`src/sv/rsi_pkg.sv`:
```
// Shared types and constants for the ray-sphere intersection block.
package rsi_pkg;

    localparam int NUM_AXES    = 3;
    localparam int SQ_STEPS    = 67;
    localparam int DIV_STEPS   = 32;
    localparam int NRM_STEPS   = 17;
    localparam int QUEUE_DEPTH = 4;
    localparam int QPTR_W      = 2;
    localparam int QCNT_W      = 3;

    typedef enum logic [1:0] {
        CFG_CENTER_X,
        CFG_CENTER_Y,
        CFG_CENTER_Z,
        CFG_RADIUS
    } cfg_index_t;

    typedef logic signed [31:0] fx_t;
    typedef logic signed [17:0] nrm_t;

    typedef struct packed {
        fx_t [NUM_AXES-1:0] origin;
        fx_t [NUM_AXES-1:0] dir;
        fx_t                t_min;
        fx_t                t_max;
    } ray_t;

    typedef struct packed {
        fx_t [NUM_AXES-1:0] center;
        logic [30:0]        radius;
    } sphere_t;

    typedef struct packed {
        ray_t               ray;
        logic signed [66:0] h;
        logic [63:0]        a;
        logic [133:0]       disc;
        logic               miss;
    } fe_item_t;

    typedef struct packed {
        logic                hit;
        fx_t                 hit_t;
        fx_t [NUM_AXES-1:0]  point;
        nrm_t [NUM_AXES-1:0] normal;
    } result_t;

endpackage

```
`src/sv/rsi_queue.sv`:
```
// Short register queue that decouples the front part from the back part.
module rsi_queue (
    input  logic              clk,
    input  logic              rst_n,
    input  logic              push_req,
    input  rsi_pkg::fe_item_t push_data,
    output logic              full,
    input  logic              pop,
    output logic              valid,
    output rsi_pkg::fe_item_t pop_data
);
    import rsi_pkg::*;

    fe_item_t            mem_reg [QUEUE_DEPTH];
    logic [QPTR_W-1:0]   wr_ptr_reg;
    logic [QPTR_W-1:0]   rd_ptr_reg;
    logic [QCNT_W-1:0]   count_reg;
    logic [QCNT_W-1:0]   count_next;
    logic                push_ok;

    assign full    = (count_reg == QCNT_W'(QUEUE_DEPTH));
    assign valid   = (count_reg != '0);
    assign push_ok = push_req && !full;

    always_comb
    begin
        count_next = count_reg;
        if (push_ok && !pop)
        begin
            count_next = count_reg + 1'b1;
        end
        else if (pop && !push_ok)
        begin
            count_next = count_reg - 1'b1;
        end
    end

    always_ff @(posedge clk or negedge rst_n)
    begin
        if (!rst_n)
        begin
            wr_ptr_reg <= '0;
            rd_ptr_reg <= '0;
            count_reg  <= '0;
        end
        else
        begin
            if (push_ok)
            begin
                wr_ptr_reg <= wr_ptr_reg + 1'b1;
            end
            if (pop)
            begin
                rd_ptr_reg <= rd_ptr_reg + 1'b1;
            end
            count_reg <= count_next;
        end
    end

    always_ff @(posedge clk)
    begin
        if (push_ok)
        begin
            mem_reg[wr_ptr_reg] <= push_data;
        end
    end

    assign pop_data = mem_reg[rd_ptr_reg];

    a_count_bound: assert property (@(posedge clk) disable iff (!rst_n)
        count_reg <= QCNT_W'(QUEUE_DEPTH))
        else $error("queue count beyond depth");

    a_no_pop_empty: assert property (@(posedge clk) disable iff (!rst_n)
        pop |-> valid)
        else $error("queue popped while empty");

    a_ptr_gap: assert property (@(posedge clk) disable iff (!rst_n)
        (count_reg != QCNT_W'(QUEUE_DEPTH)) |->
            (QPTR_W'(wr_ptr_reg - rd_ptr_reg) == count_reg[QPTR_W-1:0]))
        else $error("queue pointers disagree with count");

endmodule

```
`config.mk`:
```
export PLATFORM = sky130hd
export DESIGN_NAME = rsi_queue
export DESIGN_NICKNAME = d
export VERILOG_FILES = /design/src/sv/rsi_pkg.sv /design/src/sv/rsi_queue.sv
export SDC_FILE = /design/constraint.sdc
export NUM_CORES = 1
export LEC_CHECK = 0
export BUFFER_PORTS_ARGS = -buffer_cell sky130_fd_sc_hd__clkbuf_2
export CAP_MARGIN = 20
export CORE_UTILIZATION = 45
export CTS_BUF_LIST = sky130_fd_sc_hd__clkbuf_8
export DETAILED_ROUTE_END_ITERATION = 6
export GPL_ROUTABILITY_DRIVEN = 0
export SLEW_MARGIN = 25
export SYNTH_ARGS = -nofsm -noshare
export SYNTH_HDL_FRONTEND = slang
export SYNTH_SLANG_ARGS = --single-unit
```
`constraint.sdc`:
```
create_clock -name clk -period 16.6 [get_ports clk]
set_input_delay 4.15 -clock clk [delete_from_list [all_inputs] [get_ports clk]]
set_output_delay 4.15 -clock clk [all_outputs]
set_load 0.01 [all_outputs]
```
==> out/metrics.cfg, run 1 <==
[run_status]
status=completed

[logic_synthesis]
synth_cell_types=19
syn_avg_cell_area_sq_um=27.4
synthCells=2761
synth_ff_type=edfxtp_1
yosys_warnings=0
synthArstFlopShare_pct=0.334
synth_area_leaders=edfxtp_1 83%, mux4_2 16%, buf_6 0.60%, buf_2 0.38%, dfrtp_1 0.23%
syn-num-nets=3293
synth_common_cells=2,088 x edfxtp_1, 522 x mux4_2, 58 x buf_2
ys_seq_area_share_pct=83.1
ys_ff_latch=2095
syn_area_sq_mm=0.0757
synth_edf_count=2088
yosysTopAreaCellShare_pct=82.8
synth_top_area_cell=edfxtp_1
synth.most_common_cell=edfxtp_1

[grt]
overflow=0
grt_max_degree=132
antenna_found_initial=70
grt_first_pass_wirelength_um=250000
grt_usage_pct=20.6
grt_pass1_vias=36200

[cells_and_area]
final_cells=6567
synthToLayoutAreaGrowth_pct=18.2
drive_gt1_share_pct=46.9
fill_cells=12900
largest_register_ffs=2088
utilization_pct=53.6
nNetsFinal=4623

[drt]
routed_via_density=5.35
drcViolationCount=0
drt_iter0_drc=2565
routed_wire_length_per_instance_um=27.0
vias=35100
postRouteAntennaNets=0
drt-total-wl_um=177000
drt-pass1-iter-count=5

[sta]
drv_slew=0
worst_pin_slew_ns=1.08
setup_violations=0
relSlewSlack_pct=28.0
hold_violations=0
period_share_pct=54.8
clock.fmax_mhz=110
rsz0062_at_grt=no
period_needed_ns=9.10
clock_skew_ns=0.0540
fin_ws_ns=7.50

[floorplan]
start_util_pct=45.3
die_h_um=412
dieArea_sq_mm=0.170
die_w_um=412
core_area_sq_mm=0.167
io-pin-count=1050
num_rows=150

[critical_path]
critPathKind=flop to primary output
cp.arrival_ns=4.95
cp-start-kind=flop
end_kind=primary output
required_ns=12.45
crit_fanout=92

[place]
dpl_worst_slack_ns=8.22
numPortBuffers=1049
dpl.cell_count=5941
hpwlAfterDp_um=115000

[flow_run]
cap_violations=0

[power_and_ir_drop]
p_int_w=0.0111
seqPwrFrac_pct=44.8
peakVddDrop_mv=0.132
p_clk_share_pct=24.8
power-per-cell-area_mw_per_mm2=181
power_leakage_nw=30.8
swShare_pct=31.5
combinationalPowerShare_pct=30.4
switchingPower_w=0.00510

[min_path]
hp-class=flop to flop

[clocking]
cts_tree=yes
clockBufferDepth=4
post_cts_resized=0
cts_hold_buf=0
insertion_delay_ns=1.06
cts_root_buf=clkbuf_8
htree_levels=5
cts_setup_buffers=0
clk_pin_slew_ns=0.06
cts_sinks=2095
numCtsBuffers=352

## placed cells by master, fill, tap and decap left out, types with 2 or more instances in the layout
cell,count
edfxtp_1,2088
clkbuf_2,1049
mux4_2,522
clkbuf_8,361
inv_1,115
clkinv_1,71
diode_2,37
clkinv_2,33
buf_4,30
buf_12,13
ha_1,5
clkinvlp_4,5
dfrtp_1,5
and2_4,4
bufinv_16,4
xnor2_1,3
xor2_1,3
inv_6,3
mux2_2,2
dfrtp_4,2
## layer usage
| layer | wire length, um | global-route usage (%) | up-vias |
|---|---|---|---|
| met5 | 328 | 0 | - |
| met4 | 6100 | 7.93 | 54 |
| met3 | 17500 | 8.75 | 394 |
| met2 | 86900 | 32.9 | 1359 |
| met1 | 66400 | 24.8 | 18500 |
| li1 | - | - | 14900 |
## worst paths after layout
path                                      startpoint                        end  slack, ns  depth (start not counted)
setup / recovery           rd_ptr_reg[0]$_DFFE_PN0P_              pop_data[163]       7.50                          5
hold / removal              count_reg[2]$_DFFE_PN0P_   count_reg[2]$_DFFE_PN0P_       0.49                          1
setup reg to reg            count_reg[2]$_DFFE_PN0P_  mem_reg[1][240]$_DFFE_PP_      11.96                          6
hold reg to reg             count_reg[2]$_DFFE_PN0P_   count_reg[2]$_DFFE_PN0P_       0.49                          1
max in group asynchronous                      rst_n  rd_ptr_reg[0]$_DFFE_PN0P_      13.36                          1
min in group asynchronous                      rst_n   count_reg[1]$_DFFE_PN0P_       2.99                          1
## per-stage QoR
step	total power, W	area, sq um	hold slack (ns)	setup TNS, ns
3_5_place_dp	0.0124	83400	0.473	0
5_1_grt	0.0169	89400	0.507	0
3_3_place_gp	0.0124	83400	0.465	0
4_1_cts	0.0164	89400	0.483	0
2_1_floorplan	0.0107	75700	0.447	-344.65
6_report	0.0162	89500	0.485	0
## worst max-delay path: stages (launching register included)
cell	delay [ns]
dfrtp_4	0.94
buf_12	0.50
buf_12	0.57
buf_4	0.73
mux4_2	0.61
clkbuf_2	0.14
## cell families after synthesis
family	count (synthesis)	share of synthesized area [%]
adders and majority gates	6	0.109
xor gates and xnor gates	6	0.0694
and+or+nand+nor	9	0.0694
DFF	2095	83.1
buffers and inverters	121	1.13
muxes	524	15.6
## power by group through the flow
stage / sequential, W / combinational (W) / clock (W)
after global routing: 0.00732 / 0.00523 / 0.00432
final: 0.00724 / 0.00492 / 0.00400
after detailed placement: 0.00736 / 0.00502 / 0
after floorplan: 0.00762 / 0.00306 / 0
after CTS: 0.00725 / 0.00504 / 0.00411
after global placement: 0.00732 / 0.00503 / 0
## layout make-up
cell class / count / area, sq um / area share [%]
Multi-Input combinational cell: 545 / 12000 / 13.4
Sequential cell: 2095 / 62900 / 70.3
Inverter: 4 / 15.0 / 0.0168
Clock inverter: 228 / 1040 / 1.16
Timing Repair Buffer: 1093 / 5750 / 6.42
Clock buffer: 361 / 4970 / 5.55
Tap cell: 2204 / 2760 / 3.08
Antenna cell: 37 / 92.6 / 0.103
Power figures use the tool's default switching activity.
==> inputs of run 2 (changes only) <==
Settings changed: PLACE_DENSITY set to 0.67.
Clock period 16.6 ns to 8.15 ns, I/O delays scaled along.
==> out/metrics.cfg, run 2 (synthesis gave the netlist of run 1 again) <==
[run_status]
status=completed

[floorplan]
num_rows=150
dieArea_sq_mm=0.170
start_util_pct=45.3
die_h_um=412
io-pin-count=1050
core_area_sq_mm=0.167
die_w_um=412

[critical_path]
crit_fanout=44
cp_common_cell=buf_4
slowest_stage=dfrtp_4
required_ns=6.11
critPathKind=flop to primary output
rr_startpoint=count_reg[2]$_DFFE_PN0P_
cp-start-kind=flop
crit_buf_inv=3
cp_top_family=buffers and inverters
cp_cell_sequence=buf_4, buf_4, mux4_2, clkbuf_2
end_kind=primary output
critPathMaxStageDelay_ns=0.94
cp.arrival_ns=3.55
r2r_end=mem_reg[0][235]$_DFFE_PP_
rr_worst_depth=5
worst-r2r-setup-slack_ns=4.91

[drt]
vias=35100
drt-total-wl_um=170000
drt-pass1-iter-count=5
routed_wire_length_per_instance_um=25.9
routed_via_density=5.35
postRouteAntennaNets=0
drt_iter0_drc=2395
drcViolationCount=0

[grt]
grt_usage_pct=19.6
overflow=0
antenna_found_initial=54
grt_max_degree=134
grt_pass1_vias=36200
grt_first_pass_wirelength_um=242000

[clocking]
htree_levels=5
numCtsBuffers=345
cts_setup_buffers=0
cts_tree=yes
cts_root_buf=clkbuf_8
clockBufferDepth=4
insertion_delay_ns=1.04
cts_sinks=2095
post_cts_resized=0
clk_pin_slew_ns=0.05
cts_hold_buf=0

[cells_and_area]
drive_gt1_share_pct=46.9
multi_input_area_sq_mm=0.0120
most-common-layout-cells=2,088 x edfxtp_1, 1,049 x clkbuf_2, 522 x mux4_2
largest_register_ffs=2088
final_common_cell=edfxtp_1
fill_cells=12700
synthToLayoutAreaGrowth_pct=18.3
area.sequential_sq_mm=0.0629
nNetsFinal=4635

[sta]
rsz0062_at_grt=no
drv_slew=0
clock_skew_ns=0.0632
relSlewSlack_pct=29.5
holdWs_ns=0.494
fin_ws_ns=2.56
clock.fmax_mhz=179
period_share_pct=68.6
setup_violations=0
period_needed_ns=5.59
hold_violations=0
worst_pin_slew_ns=1.06
fin_tns_setup_ns=0

[power_and_ir_drop]
power-per-cell-area_mw_per_mm2=365
power_leakage_nw=30.9
peakVddDrop_mv=0.345
power_w=0.0327

[min_path]
hp-class=flop to flop
holdCritStartpoint=count_reg[2]$_DFFE_PN0P_
hold_depth=1
hold_path_end=count_reg[2]$_DFFE_PN0P_

[place]
hpwlAfterDp_um=110000
dpl_worst_slack_ns=3.31
numPortBuffers=1049

[flow_run]
cap_violations=0

run 2: per-stage QoR:
step / util, % / instance area, sq um / std cells
4_1_cts: 53.6 / 89500 / 6533
3_3_place_gp: 50.1 / 83600 / 5960
5_1_grt: 53.6 / 89500 / 6545
2_1_floorplan: - / 75700 / 2761
6_report: 53.6 / 89500 / 6557
3_5_place_dp: 50.1 / 83600 / 5960
run 2: final cells by class:
class / instances / area share (%)
flip-flops and latches: 2095 / 70.2
clock buffers: 351 / 5.40
well taps: 2204 / 3.08
clock inverters: 222 / 1.12
multi-input cells: 545 / 13.4
diodes: 24 / 0.0671
inverters: 4 / 0.0168
repair buffers: 1112 / 6.71
run 2: worst register-to-register path: cells and delay by family (launching register included):
family	cells	cell delay, ns
buf+inv	2	1.12
flops	1	0.40
simple gates	3	1.39
run 2: layer usage:
metal / wire length (um) / track usage, %
met1: 63000 / 23.5
met2: 83300 / 31.3
met3: 19000 / 9.21
met4: 4290 / 6.53
met5: 310 / 0
run 2: power by group:
group	total, W	internal (W)	switching [W]
clock	0.00797	0.00406	0.00391
sequential	0.0147	0.0142	0.000487
combinational	0.00999	0.00416	0.00583
run 2: how the worst max path moves through the flow:
stage	startpoint	to	slack (ns)	depth (start not counted)
floorplan	push_req	mem_reg[0][0]$_DFFE_PP_	-1.09	3
global placement	push_req	mem_reg[0][243]$_DFFE_PP_	3.27	5
detailed placement	push_req	mem_reg[0][241]$_DFFE_PP_	3.31	5
CTS	rd_ptr_reg[0]$_DFFE_PN0P_	pop_data[471]	2.33	3
global route	rd_ptr_reg[0]$_DFFE_PN0P_	pop_data[427]	2.25	3
finish	rd_ptr_reg[1]$_DFFE_PN0P_	pop_data[380]	2.56	4
